## src/hdl/ordered_keyed_list_engine_assert.svh

```systemverilog
// assertion macros used by the list engine sequencer
`ifndef ORDERED_KEYED_LIST_ENGINE_ASSERT_SVH
`define ORDERED_KEYED_LIST_ENGINE_ASSERT_SVH

// condition holds at every clock edge out of reset
`define OKLE_ASSERT_ALWAYS(lbl, cond, msg) \
    lbl: assert property (@(posedge clk) disable iff (!rst_n) (cond)) else $error(msg);

// consequent holds in the same cycle as the antecedent
`define OKLE_ASSERT_IMPL(lbl, ante, cons, msg) \
    lbl: assert property (@(posedge clk) disable iff (!rst_n) (ante) |-> (cons)) \
        else $error(msg);

// consequent holds in the cycle after the antecedent
`define OKLE_ASSERT_NEXT(lbl, ante, cons, msg) \
    lbl: assert property (@(posedge clk) disable iff (!rst_n) (ante) |=> (cons)) \
        else $error(msg);

`endif

```

## src/hdl/okle_pkg.sv

```systemverilog
// shared types and constants of the ordered keyed list engine
package okle_pkg;

    localparam int CAPACITY = 32;
    localparam int IDX_W    = (CAPACITY > 1) ? $clog2(CAPACITY) : 1;
    localparam int CNT_W    = $clog2(CAPACITY + 1);

    localparam int REQ_W    = 3;
    localparam int KEY_W    = 32;
    localparam int DATA_W   = 32;
    localparam int ST_W     = 2;
    localparam int OCNT_W   = 6;

    typedef enum logic [REQ_W-1:0] {
        REQ_INS_HEAD  = 3'd0,
        REQ_INS_TAIL  = 3'd1,
        REQ_REM_FIRST = 3'd2,
        REQ_REM_LAST  = 3'd3,
        REQ_REM_KEY   = 3'd4,
        REQ_FIND      = 3'd5,
        REQ_REPLACE   = 3'd6
    } req_t;

    typedef enum logic [ST_W-1:0] {
        ST_OK        = 2'd0,
        ST_EMPTY     = 2'd1,
        ST_NOT_FOUND = 2'd2,
        ST_FULL      = 2'd3
    } status_t;

    typedef struct packed {
        logic [KEY_W-1:0]  key;
        logic [DATA_W-1:0] data;
    } entry_t;

    localparam int ENTRY_W = $bits(entry_t);

    typedef struct packed {
        logic             we;
        logic [IDX_W-1:0] waddr;
        entry_t           wdata;
        logic [IDX_W-1:0] raddr;
    } mem_req_t;

    typedef struct packed {
        logic              valid;
        status_t           status;
        entry_t            entry;
        logic [OCNT_W-1:0] count;
    } resp_t;

endpackage

```

## src/hdl/okle_store.sv

```systemverilog
// entry store: one write port, one read port with registered read data
module okle_store (
    input  logic               clk,
    input  okle_pkg::mem_req_t mem_req,
    output okle_pkg::entry_t   rdata
);
    import okle_pkg::*;

    logic [ENTRY_W-1:0] mem [CAPACITY];
    logic [ENTRY_W-1:0] rdata_reg;

    always_ff @(posedge clk)
    begin
        if (mem_req.we)
        begin
            mem[mem_req.waddr] <= mem_req.wdata;
        end
        rdata_reg <= mem[mem_req.raddr];
    end

    assign rdata = entry_t'(rdata_reg);

endmodule

```

## src/hdl/okle_ctrl.sv

```systemverilog
// request sequencer: walks the store one entry at a time with a single key comparator
`include "ordered_keyed_list_engine_assert.svh"

module okle_ctrl (
    input  logic                         clk,
    input  logic                         rst_n,
    input  logic                         in_valid,
    output logic                         in_ready,
    input  logic [okle_pkg::REQ_W-1:0]   req_type,
    input  logic [okle_pkg::KEY_W-1:0]   match_key,
    input  logic [okle_pkg::KEY_W-1:0]   item_key,
    input  logic [okle_pkg::DATA_W-1:0]  item_data,
    output okle_pkg::mem_req_t           mem_req,
    input  okle_pkg::entry_t             rd_entry,
    output okle_pkg::resp_t              resp,
    input  logic                         resp_ack
);
    import okle_pkg::*;

    typedef enum logic [3:0] {
        S_IDLE,
        S_HEAD_RD,
        S_HEAD_WR,
        S_HEAD_PUT,
        S_TAIL,
        S_SCAN_RD,
        S_SCAN_CHK,
        S_DN_RD,
        S_DN_WR,
        S_LAST_RD,
        S_LAST_GET,
        S_DONE
    } state_t;

    state_t             state_reg,  state_next;
    logic [CNT_W-1:0]   ptr_reg,    ptr_next;
    logic [CNT_W-1:0]   cnt_reg,    cnt_next;
    logic [REQ_W-1:0]   req_reg,    req_next;
    logic [KEY_W-1:0]   mkey_reg,   mkey_next;
    entry_t             item_reg,   item_next;
    status_t            status_reg, status_next;
    entry_t             found_reg,  found_next;

    logic [CNT_W-1:0]   ptr_inc;
    logic [CNT_W-1:0]   ptr_inc2;
    logic               hit;

    assign ptr_inc  = ptr_reg + 1'b1;
    assign ptr_inc2 = ptr_reg + CNT_W'(2);
    // shared comparator; remove first takes the head entry unconditionally
    assign hit      = (req_reg == REQ_REM_FIRST) || (rd_entry.key == mkey_reg);

    always_comb
    begin
        state_next    = state_reg;
        ptr_next      = ptr_reg;
        cnt_next      = cnt_reg;
        req_next      = req_reg;
        mkey_next     = mkey_reg;
        item_next     = item_reg;
        status_next   = status_reg;
        found_next    = found_reg;
        in_ready      = 1'b0;
        mem_req.we    = 1'b0;
        mem_req.waddr = ptr_reg[IDX_W-1:0];
        mem_req.wdata = rd_entry;
        mem_req.raddr = ptr_reg[IDX_W-1:0];

        unique case (state_reg)
            S_IDLE:
            begin
                in_ready = 1'b1;
                if (in_valid)
                begin
                    req_next    = req_type;
                    mkey_next   = match_key;
                    item_next   = '{key: item_key, data: item_data};
                    status_next = ST_OK;
                    found_next  = '0;
                    ptr_next    = '0;
                    state_next  = S_DONE;
                    unique case (req_type)
                        REQ_INS_HEAD:
                        begin
                            if (cnt_reg == CNT_W'(CAPACITY))
                            begin
                                status_next = ST_FULL;
                            end
                            else if (cnt_reg == '0)
                            begin
                                state_next = S_HEAD_PUT;
                            end
                            else
                            begin
                                ptr_next   = cnt_reg;
                                state_next = S_HEAD_RD;
                            end
                        end
                        REQ_INS_TAIL:
                        begin
                            if (cnt_reg == CNT_W'(CAPACITY))
                            begin
                                status_next = ST_FULL;
                            end
                            else
                            begin
                                state_next = S_TAIL;
                            end
                        end
                        REQ_REM_FIRST:
                        begin
                            if (cnt_reg == '0)
                            begin
                                status_next = ST_EMPTY;
                            end
                            else
                            begin
                                state_next = S_SCAN_RD;
                            end
                        end
                        REQ_REM_LAST:
                        begin
                            if (cnt_reg == '0)
                            begin
                                status_next = ST_EMPTY;
                            end
                            else
                            begin
                                ptr_next   = cnt_reg - 1'b1;
                                state_next = S_LAST_RD;
                            end
                        end
                        REQ_REM_KEY, REQ_FIND, REQ_REPLACE:
                        begin
                            if (cnt_reg == '0)
                            begin
                                status_next = ST_NOT_FOUND;
                            end
                            else
                            begin
                                state_next = S_SCAN_RD;
                            end
                        end
                        default:
                        begin
                            state_next = S_DONE;
                        end
                    endcase
                end
            end
            S_HEAD_RD:
            begin
                mem_req.raddr = IDX_W'(ptr_reg - 1'b1);
                state_next    = S_HEAD_WR;
            end
            S_HEAD_WR:
            begin
                mem_req.we = 1'b1;
                ptr_next   = ptr_reg - 1'b1;
                state_next = (ptr_reg == CNT_W'(1)) ? S_HEAD_PUT : S_HEAD_RD;
            end
            S_HEAD_PUT:
            begin
                mem_req.we    = 1'b1;
                mem_req.waddr = '0;
                mem_req.wdata = item_reg;
                cnt_next      = cnt_reg + 1'b1;
                state_next    = S_DONE;
            end
            S_TAIL:
            begin
                mem_req.we    = 1'b1;
                mem_req.waddr = cnt_reg[IDX_W-1:0];
                mem_req.wdata = item_reg;
                cnt_next      = cnt_reg + 1'b1;
                state_next    = S_DONE;
            end
            S_SCAN_RD:
            begin
                state_next = S_SCAN_CHK;
            end
            S_SCAN_CHK:
            begin
                if (hit)
                begin
                    found_next = rd_entry;
                    if (req_reg == REQ_REPLACE)
                    begin
                        mem_req.we    = 1'b1;
                        mem_req.wdata = item_reg;
                        state_next    = S_DONE;
                    end
                    else if (req_reg == REQ_FIND)
                    begin
                        state_next = S_DONE;
                    end
                    else if (ptr_inc == cnt_reg)
                    begin
                        cnt_next   = cnt_reg - 1'b1;
                        state_next = S_DONE;
                    end
                    else
                    begin
                        state_next = S_DN_RD;
                    end
                end
                else if (ptr_inc == cnt_reg)
                begin
                    status_next = ST_NOT_FOUND;
                    state_next  = S_DONE;
                end
                else
                begin
                    ptr_next   = ptr_inc;
                    state_next = S_SCAN_RD;
                end
            end
            S_DN_RD:
            begin
                mem_req.raddr = ptr_inc[IDX_W-1:0];
                state_next    = S_DN_WR;
            end
            S_DN_WR:
            begin
                mem_req.we = 1'b1;
                ptr_next   = ptr_inc;
                if (ptr_inc2 == cnt_reg)
                begin
                    cnt_next   = cnt_reg - 1'b1;
                    state_next = S_DONE;
                end
                else
                begin
                    state_next = S_DN_RD;
                end
            end
            S_LAST_RD:
            begin
                state_next = S_LAST_GET;
            end
            S_LAST_GET:
            begin
                found_next = rd_entry;
                cnt_next   = cnt_reg - 1'b1;
                state_next = S_DONE;
            end
            S_DONE:
            begin
                if (resp_ack)
                begin
                    state_next = S_IDLE;
                end
            end
            default:
            begin
                state_next = S_IDLE;
            end
        endcase
    end

    always_ff @(posedge clk or negedge rst_n)
    begin
        if (!rst_n)
        begin
            state_reg  <= S_IDLE;
            ptr_reg    <= '0;
            cnt_reg    <= '0;
            req_reg    <= '0;
            mkey_reg   <= '0;
            item_reg   <= '0;
            status_reg <= ST_OK;
            found_reg  <= '0;
        end
        else
        begin
            state_reg  <= state_next;
            ptr_reg    <= ptr_next;
            cnt_reg    <= cnt_next;
            req_reg    <= req_next;
            mkey_reg   <= mkey_next;
            item_reg   <= item_next;
            status_reg <= status_next;
            found_reg  <= found_next;
        end
    end

    assign resp.valid  = (state_reg == S_DONE);
    assign resp.status = status_reg;
    assign resp.entry  = found_reg;
    assign resp.count  = OCNT_W'(cnt_reg);

    `OKLE_ASSERT_ALWAYS(a_cnt_in_range, cnt_reg <= CNT_W'(CAPACITY), "entry count above capacity")
    `OKLE_ASSERT_IMPL(a_wr_in_list, mem_req.we, CNT_W'(mem_req.waddr) <= cnt_reg, "store write beyond list end")
    `OKLE_ASSERT_NEXT(a_cnt_step, 1'b1, (cnt_reg == $past(cnt_reg)) || (cnt_reg == $past(cnt_reg) + 1'b1) || (cnt_reg == $past(cnt_reg) - 1'b1), "entry count moved by more than one")
    `OKLE_ASSERT_IMPL(a_ack_when_done, resp_ack, state_reg == S_DONE, "result taken outside done state")

endmodule

```

## src/hdl/ordered_keyed_list_engine.sv

```systemverilog
// top level of the ordered keyed list engine: sequencer, entry store, result register
//
//  channel   dir  handshake             payload
//  request   in   in_valid / in_ready   req_type, match_key, item_key, item_data
//  result    out  out_valid / out_ready status, out_key, out_data, entry_count
//
// one request at a time; in_ready is high only while the sequencer is idle
// each store step presents an address, then uses the registered read data
// removals shift the entries behind the removed one down by one place
// reset clears the count and the control state; the store itself needs no clearing
// a waiting result sits in the output register, so a new request transfer can
//   start while the previous result is still stalled
module ordered_keyed_list_engine (
    input  logic                                clk,
    input  logic                                rst_n,
    input  logic                                in_valid,
    output logic                                in_ready,
    input  logic [okle_pkg::REQ_W-1:0]          req_type,
    input  logic signed [okle_pkg::KEY_W-1:0]   match_key,
    input  logic signed [okle_pkg::KEY_W-1:0]   item_key,
    input  logic [okle_pkg::DATA_W-1:0]         item_data,
    output logic                                out_valid,
    input  logic                                out_ready,
    output logic [okle_pkg::ST_W-1:0]           status,
    output logic signed [okle_pkg::KEY_W-1:0]   out_key,
    output logic [okle_pkg::DATA_W-1:0]         out_data,
    output logic [okle_pkg::OCNT_W-1:0]         entry_count
);
    import okle_pkg::*;

    mem_req_t           mem_req;
    entry_t             rd_entry;
    resp_t              resp;
    logic               resp_ack;

    // result register
    logic               out_valid_reg;
    logic [ST_W-1:0]    status_reg;
    logic [KEY_W-1:0]   out_key_reg;
    logic [DATA_W-1:0]  out_data_reg;
    logic [OCNT_W-1:0]  count_reg;

    okle_ctrl u_ctrl (
        .clk       (clk),
        .rst_n     (rst_n),
        .in_valid  (in_valid),
        .in_ready  (in_ready),
        .req_type  (req_type),
        .match_key (match_key),
        .item_key  (item_key),
        .item_data (item_data),
        .mem_req   (mem_req),
        .rd_entry  (rd_entry),
        .resp      (resp),
        .resp_ack  (resp_ack)
    );

    okle_store u_store (
        .clk     (clk),
        .mem_req (mem_req),
        .rdata   (rd_entry)
    );

    // the result slot takes a new result when empty or when its transfer completes
    assign resp_ack = resp.valid && (!out_valid_reg || out_ready);

    always_ff @(posedge clk or negedge rst_n)
    begin
        if (!rst_n)
        begin
            out_valid_reg <= 1'b0;
            status_reg    <= '0;
            out_key_reg   <= '0;
            out_data_reg  <= '0;
            count_reg     <= '0;
        end
        else if (resp_ack)
        begin
            out_valid_reg <= 1'b1;
            status_reg    <= resp.status;
            out_key_reg   <= resp.entry.key;
            out_data_reg  <= resp.entry.data;
            count_reg     <= resp.count;
        end
        else if (out_ready)
        begin
            out_valid_reg <= 1'b0;
        end
    end

    assign out_valid   = out_valid_reg;
    assign status      = status_reg;
    assign out_key     = out_key_reg;
    assign out_data    = out_data_reg;
    assign entry_count = count_reg;

endmodule
```

## config.mk

```make
export PLATFORM = sky130hd
export DESIGN_NAME = ordered_keyed_list_engine
export DESIGN_NICKNAME = d
export VERILOG_FILES = /design/src/hdl/okle_pkg.sv /design/src/hdl/okle_store.sv /design/src/hdl/okle_ctrl.sv /design/src/hdl/ordered_keyed_list_engine.sv
export VERILOG_INCLUDE_DIRS = /design/src /design/src/hdl
export SDC_FILE = /design/constraint.sdc
export NUM_CORES = 2
export LEC_CHECK = 0
export BUFFER_PORTS_ARGS = -buffer_cell sky130_fd_sc_hd__buf_4
export CAP_MARGIN = 10
export CORE_UTILIZATION = 30
export DETAILED_ROUTE_END_ITERATION = 12
export GPL_TIMING_DRIVEN = 1
export PLACE_DENSITY_LB_ADDON = 0.12
export SYNTH_ARGS = -nofsm -noshare
export SYNTH_HDL_FRONTEND = slang
export SYNTH_SLANG_ARGS = --single-unit
export TNS_END_PERCENT = 5
```

## constraint.sdc

```tcl
create_clock -name clk -period 8 [get_ports clk]
set_input_delay 0.8 -clock clk [delete_from_list [all_inputs] [get_ports clk]]
set_output_delay 0.8 -clock clk [all_outputs]
set_load 0.01 [all_outputs]
```

## After elaboration in Yosys (flattened, before gate mapping)

Memory sizes are Yosys's and may differ from the RTL's. A register that Yosys moved wholly into a read port is not among the register bits.
Index checks and enable logic that the tools add are counted.

- Register bits after elaboration: 254
- RAM bits: 2048
- Bits of input ports: 103
- Output and inout port bits: 74
- Word-level logic and storage cells: 134
- Memories: 1

Memories:

| name | words | width | rd ports | clocked after memory_dff | wr ports | line | RTL |
|---|---|---|---|---|---|---|---|
| u_store.mem | 32 | 64 | 1 | 1 | 1 | okle_store.sv:9 | `logic [ENTRY_W-1:0] mem [CAPACITY];` |

- $add $sub $neg: 5
- Equal/unequal tests: 34
- Mux-type cells: 54
- Reduce and logical (&&, ||, !) cells: 25

Operators with widths:

| kind | number |
|---|---|
| 64-bit 2-to-1 mux | 4 |
| 64-bit one-hot mux with 3 select lines | 1 |
| 64-bit one-hot mux with 2 select lines | 1 |
| 6-bit 2-to-1 mux | 11 |
| 6-bit one-hot mux with 4 select lines | 2 |
| 4-bit 2-to-1 mux | 11 |
| 4-bit one-hot mux with 10 select lines | 1 |
| 32-bit equality test | 1 |
| 5-bit one-hot mux with 2 select lines | 2 |
| 4-bit by 3-bit equality test with 1-bit output, second input constant | 4 |
| 4-bit equality test, second input constant | 4 |
| 2-bit 2-to-1 mux | 8 |
| 4-bit one-hot mux with 4 select lines | 1 |
| 3-bit equality test, second input constant | 5 |
| 6-bit by 1-bit adder with 6-bit output, second input constant | 2 |
| 6-bit equality test | 2 |
| 6-bit one-hot mux with 2 select lines | 1 |
| 6-bit by 1-bit subtractor with 6-bit output, second input constant | 2 |
| 2-bit != test, second input constant | 5 |
| 3-bit by 2-bit equality test with 1-bit output, second input constant | 3 |
| 4-bit by 2-bit equality test with 1-bit output, second input constant | 2 |
| 1-bit 2-to-1 mux | 8 |
| 2-bit by 1-bit != test with 1-bit output, second input constant | 4 |
| 4-bit AND reduction | 2 |
| 23 further kinds | 31 |

## Depth between registers and ports, before layout

- Depth in word-level cells: 7
- Gate-level depth with buffers: 11
- Mapped depth without buffers: 9

## Hierarchy

From an unflattened synthesis, not the netlist that was laid out.

- Cells, all modules: 4235
- Area, all modules: 91278.8 um2

By module, submodules not included:

| module | instances | cells each | area an instance (um2) | seq. area each (um2) |
|---|---|---|---|---|
| okle_store | 1 | 3096 | 78964.5 | 62780.2 |
| okle_ctrl | 1 | 983 | 9303.9 | 4529.3 |
| ordered_keyed_list_engine | 1 | 156 | 3010.4 | 1826.8 |

## Least setup slack after synthesis

No wires, ideal clock.

- Path kind: reg2reg
- Start point: register u_ctrl.state_reg[3]
- End point: memory u_store.mem[5][0] (netlist name), enable pin
- Library setup time: 493 ps
- Data arrival time: 4660 ps
- Required time: 7507 ps
- Slack: 2847 ps
- Stages on the path, launching flop included: 7
- Buffers on the path: 1
- Period minus slack after synthesis: 5153 ps
- Cells stage by stage: dfrtp_1 clkbuf_1 nor3_1 nor2_1 or3_1 nor3_1 nor2b_1

- Word-level cells in the longest chain between the ends: 5
- Elaborated cells on any way between the ends: 10
- Those cells by class: 5 x eq/ne; 4 x mux; 1 x reduce/logical

RTL lines:

| what | line | RTL |
|---|---|---|
| start: declaration | okle_ctrl.sv:35 | `state_t state_reg, state_next;` |
| start signal: assignment | okle_ctrl.sv:276 | `state_reg <= state_next;` |
| 4-bit by 2-bit equality test with 1-bit output (tied with other cells) | okle_ctrl.sv:69 | `unique case (state_reg)` |
| 4-bit OR reduction (no line) | n/a |  |
| 1-bit one-hot mux with 2 select lines | okle_ctrl.sv:69 |  |
| 1-bit 2-to-1 mux | okle_store.sv:14 | `if (mem_req.we)` |
| 1-bit 2-to-1 mux (implied by the code) | okle_store.sv:16 | `mem[mem_req.waddr] <= mem_req.wdata;` |
| end: declaration | okle_store.sv:9 |  |

Parallel ways exist; a longest one is shown, timed or not.

## Worst setup path in the final report

- Start point: register u_ctrl.state_reg[2]
- End point: memory u_store.mem[26][4] (netlist name), enable pin

The elaborated chain is that of the path after synthesis.

==> qor.tcl <==
set qor(place.port_buffers) 176
set qor(cp_data_required_time_ps) 8450
set qor(skew_ps) 56.5
set qor(criticalPathCategory) {reg2reg}
set qor(synth_cell_types) 66
set qor(critPathMaxStageDelay_ps) 1010
set qor(grt.total_usage_pct) 17.9
set qor(htreeDepth) 5
set qor(grt.overflow.total) 0
set qor(crit_path_top_delay_cell) {sky130_fd_sc_hd__nor2_4}
set qor(via_count_of_the_first_global_routing_pass) 45600
set qor(chipHeight_um) 549
set qor(cts_made_buffers) 272
set qor(max_capacitance_violation_count) 0
set qor(largest-register) {u_store.mem}
set qor(route.detailed.wl_per_inst_um) 31.1
set qor(setup_violations) 0
set qor(slew_violations) 0
set qor(core_region_area_mm2) 0.297
set qor(achievable-frequency_ghz) 0.199
set qor(synth.yosys.warnings) 0
set qor(startpoint) {u_ctrl.state_reg[2]$_DFFE_PN0P_}
set qor(timing.final.hold_violations) 0
set qor(floorplan.die_area_mm2) 0.301
set qor(post_synth.cell_area_avg_um2) 21.2
set qor(ys_async_sr_fraction_pct) 10.7
set qor(netlist_instances) 4227
set qor(ant_nets) 0
set qor(synthToLayoutAreaGrowth_pct) 16.9
set qor(netlist.area_leader.share_pct) 68.6
set qor(start_util_pct) 30.2
set qor(drt-pass1-iter-count) 5
set qor(setup_tns_ps) 0
set qor(syn_area_mm2) 0.0897
set qor(vias_per_cell) 5.09
set qor(rsz0062_at_grt) {false}
set qor(cell_chosen_for_the_clock_root) {sky130_fd_sc_hd__clkbuf_16}
set qor(mappedNetlistNets) 4338
set qor(ys_ff_latch) 2366
set qor(place.gp.congestion) 0.750
set qor(post-layout-total-power_w) 0.0481
set qor(drcViolationCount) 0
set qor(clk_sinks) 2366
set qor(layout.cell_area.non_filler_mm2) 0.105
set qor(detailed_place_hpwl_um) 158000
set qor(maxSlewHeadroom_pct) 27.2
set qor(largest_reg_flops) 2048
set qor(min_period_over_period_pct) 62.8
set qor(timing.rr.end) {u_store.mem[26][4]$_DFFE_PP_}
set qor(synth_area_leaders) {sky130_fd_sc_hd__edfxtp_1 69%, sky130_fd_sc_hd__mux4_2 13%, sky130_fd_sc_hd__dfrtp_1 7.1%, sky130_fd_sc_hd__mux2_2 3.0%, sky130_fd_sc_hd__o22ai_1 1.9%}
set qor(timing.rr.start) {u_ctrl.state_reg[2]$_DFFE_PN0P_}
set qor(clk-insertion-delay-late_ps) 850
set qor(clockBufferDepth) 4
set qor(clock_transition_at_path_regs_ps) 60
set qor(synth_seq_area_share_pct) 77.1
set qor(status) {complete, no violations}
set qor(cts_setup_buffers) 0
set qor(pin_count_of_the_biggest_net_entering_global_routing) 138
set qor(post_cts_resized) 0
set qor(grt_pass1_wl_um) 377000
set qor(fin_hold_ws_ps) 177
set qor(power.static_leakage_nw) 34.0
set qor(cp_max_fo) 27
set qor(worst_pin_slew_ps) 1090
set qor(largest_area_contributor_in_the_synthesized_netlist) {sky130_fd_sc_hd__edfxtp_1}
set qor(timing.critical_path.to_type) {register}
set qor(timing.reg2reg.setup_slack_ps) 2970
set qor(drt_iter0_markers) 4291
set qor(routed_wl_um) 271000
set qor(fin_nets) 4668
set qor(io_pins) 177
set qor(worst-endpoint-arrival_ps) 5470
set qor(tritoncts_clock_tree) {built}
set qor(synth-edff-count) 2048
set qor(critPathLaunchType) {register}
set qor(worstHoldPathCells) 2
set qor(route.vias.total) 44300
set qor(crit_chain) {nand2b_1 -> nor2_1 -> and4b_1 -> a31oi_4 -> nand2_1 -> nand3b_1 -> nor2_4 -> buf_4}
set qor(ir_worst_vdd_mv) 0.403
set qor(grt_antenna_before_repair) 22
set qor(reg2regPathDepth) 8
set qor(hold_path.class) {in2reg}
set qor(floorplan.die.width_um) 549
set qor(hp-start) {item_data[1]}
set qor(placementRows) 200
set qor(ys.flop_type) {sky130_fd_sc_hd__edfxtp_1}
set qor(drive_gt1_share_pct) 31.0
set qor(hold_end) {u_ctrl.item_reg[1]$_DFFE_PN0P_}
set qor(layout_min_cycle_time_ps) 5030
set qor(postPlaceCellArea_mm2) 0.0963
set qor(p_per_area_mw_per_mm2) 459
[cells in the final DEF (no fill, tap or decap), types with 4 or more instances in the layout]
master	Yosys	routed
sky130_fd_sc_hd__nor3_1	16	16
sky130_fd_sc_hd__mux2_2	241	241
sky130_fd_sc_hd__clkinv_2	0	31
sky130_fd_sc_hd__nand2_4	0	5
sky130_fd_sc_hd__buf_4	43	263
sky130_fd_sc_hd__xor2_1	5	5
sky130_fd_sc_hd__ha_1	8	8
sky130_fd_sc_hd__o21ai_0	15	15
sky130_fd_sc_hd__a311oi_1	5	5
sky130_fd_sc_hd__bufinv_16	0	18
sky130_fd_sc_hd__a21oi_1	23	22
sky130_fd_sc_hd__nor4_1	67	57
sky130_fd_sc_hd__nor2_4	0	24
sky130_fd_sc_hd__xnor2_1	52	52
sky130_fd_sc_hd__clkbuf_16	0	280
sky130_fd_sc_hd__nand2b_1	9	9
sky130_fd_sc_hd__inv_1	11	11
sky130_fd_sc_hd__mux2i_1	4	4
sky130_fd_sc_hd__mux4_2	512	512
sky130_fd_sc_hd__dfxtp_1	64	64
sky130_fd_sc_hd__nand3_1	79	78
sky130_fd_sc_hd__clkbuf_8	0	12
sky130_fd_sc_hd__nand4_1	12	12
sky130_fd_sc_hd__inv_6	0	10
sky130_fd_sc_hd__nor2_1	53	29
sky130_fd_sc_hd__a221oi_1	6	6
sky130_fd_sc_hd__buf_12	0	24
sky130_fd_sc_hd__clkbuf_1	72	75
sky130_fd_sc_hd__nor4_2	0	10
sky130_fd_sc_hd__diode_2	0	9
sky130_fd_sc_hd__dfrtp_1	254	254
sky130_fd_sc_hd__nand2_1	163	158
sky130_fd_sc_hd__clkinv_1	0	40
sky130_fd_sc_hd__clkinvlp_4	0	5
sky130_fd_sc_hd__o22ai_1	267	267
sky130_fd_sc_hd__or3_1	4	4
sky130_fd_sc_hd__nand2_8	0	4
sky130_fd_sc_hd__nor2b_4	0	6
sky130_fd_sc_hd__edfxtp_1	2048	2048
[final cells by class]
type / count / area (um2)
Antenna cell: 9 / 22.5
Clock buffer: 367 / 7450
Clock inverter: 109 / 1040
Fill cell: 27500 / 192000
Inverter: 11 / 41.3
Multi-Input combinational cell: 1617 / 19800
Sequential cell: 2366 / 69100
Tap cell: 3939 / 4930
Timing Repair Buffer: 289 / 2480
[critical path, delay by kind of cell, from the launching register on]
kind,cells,cell delay [ps]
and+or+nand+nor,6,2880
DFF,1,900
buffers and inverters,1,640
AOI/OAI and AO/OA,1,140
[kinds of logic after synthesis]
family | Yosys count | synth area share [%]
flip-flops | 2366 | 77.1
multiplexers | 757 | 15.9
AND/OR/NAND/NOR | 443 | 2.40
AO/OA/AOI/OAI | 350 | 2.50
buffers and inverters | 244 | 1.36
XOR/XNOR | 59 | 0.618
adder cells (fa/ha/maj) | 8 | 0.112
[metal layers]
metal  share of wire, %  global-route usage, %  routed length (um)  up-vias
li1                   -                      -                   -    18300
met1                 46                   26.1              126000    24400
met2                 46                   27.7              125000     1282
met3                5.6                   3.23               15100      336
met4                1.9                   3.74                5040        4
met5             0.0089                      0                  24        -
[worst max path at each step]
stage / to / slack [ps] / depth (start not counted)
2_1_floorplan: u_store.mem[5][0]$_DFFE_PP_ / 2850 / 6
3_3_place_gp: u_store.mem[26][44]$_DFFE_PP_ / 3000 / 9
3_5_place_dp: u_store.mem[26][56]$_DFFE_PP_ / 2850 / 9
4_1_cts: u_store.mem[26][60]$_DFFE_PP_ / 2850 / 9
5_1_grt: u_store.mem[26][4]$_DFFE_PP_ / 2660 / 8
6_report: u_store.mem[26][4]$_DFFE_PP_ / 2970 / 8
[stage by stage]
stage	utilization, %	cells	worst slack (ps)
finish	35.3	8707	2970
detailed placement	32.4	8221	2850
CTS	35.3	8698	2850
global placement	32.4	8220	3000
global route	35.3	8700	2660
floorplan	-	4227	2850
[power by group]
part           internal [W]  leakage [nW]  switching [W]  total [W]
Sequential           0.0175          22.1        0.00115     0.0187
Clock               0.00712          4.14        0.00495     0.0121
Combinational       0.00645          7.83         0.0109     0.0174
[cell usage after synthesis, types with 15 or more instances]
| cell | number |
|---|---|
| sky130_fd_sc_hd__edfxtp_1 | 2048 |
| sky130_fd_sc_hd__mux4_2 | 512 |
| sky130_fd_sc_hd__o22ai_1 | 267 |
| sky130_fd_sc_hd__dfrtp_1 | 254 |
| sky130_fd_sc_hd__mux2_2 | 241 |
| sky130_fd_sc_hd__nand2_1 | 163 |
| sky130_fd_sc_hd__buf_2 | 106 |
| sky130_fd_sc_hd__nand3_1 | 79 |
| sky130_fd_sc_hd__clkbuf_1 | 72 |
| sky130_fd_sc_hd__nor4_1 | 67 |
| sky130_fd_sc_hd__dfxtp_1 | 64 |
| sky130_fd_sc_hd__nor2_1 | 53 |
| sky130_fd_sc_hd__xnor2_1 | 52 |
| sky130_fd_sc_hd__buf_4 | 43 |
| sky130_fd_sc_hd__a21oi_1 | 23 |
| sky130_fd_sc_hd__nor3_1 | 16 |
| sky130_fd_sc_hd__o21ai_0 | 15 |
[repair_timing]
action | CTS | global route
endpoints found under the setup margin | 0 | 0
endpoints found under the hold margin | 64 | 0
hold buffers | 1 | 0
No activity file was read; power rests on OpenSTA's default activity.
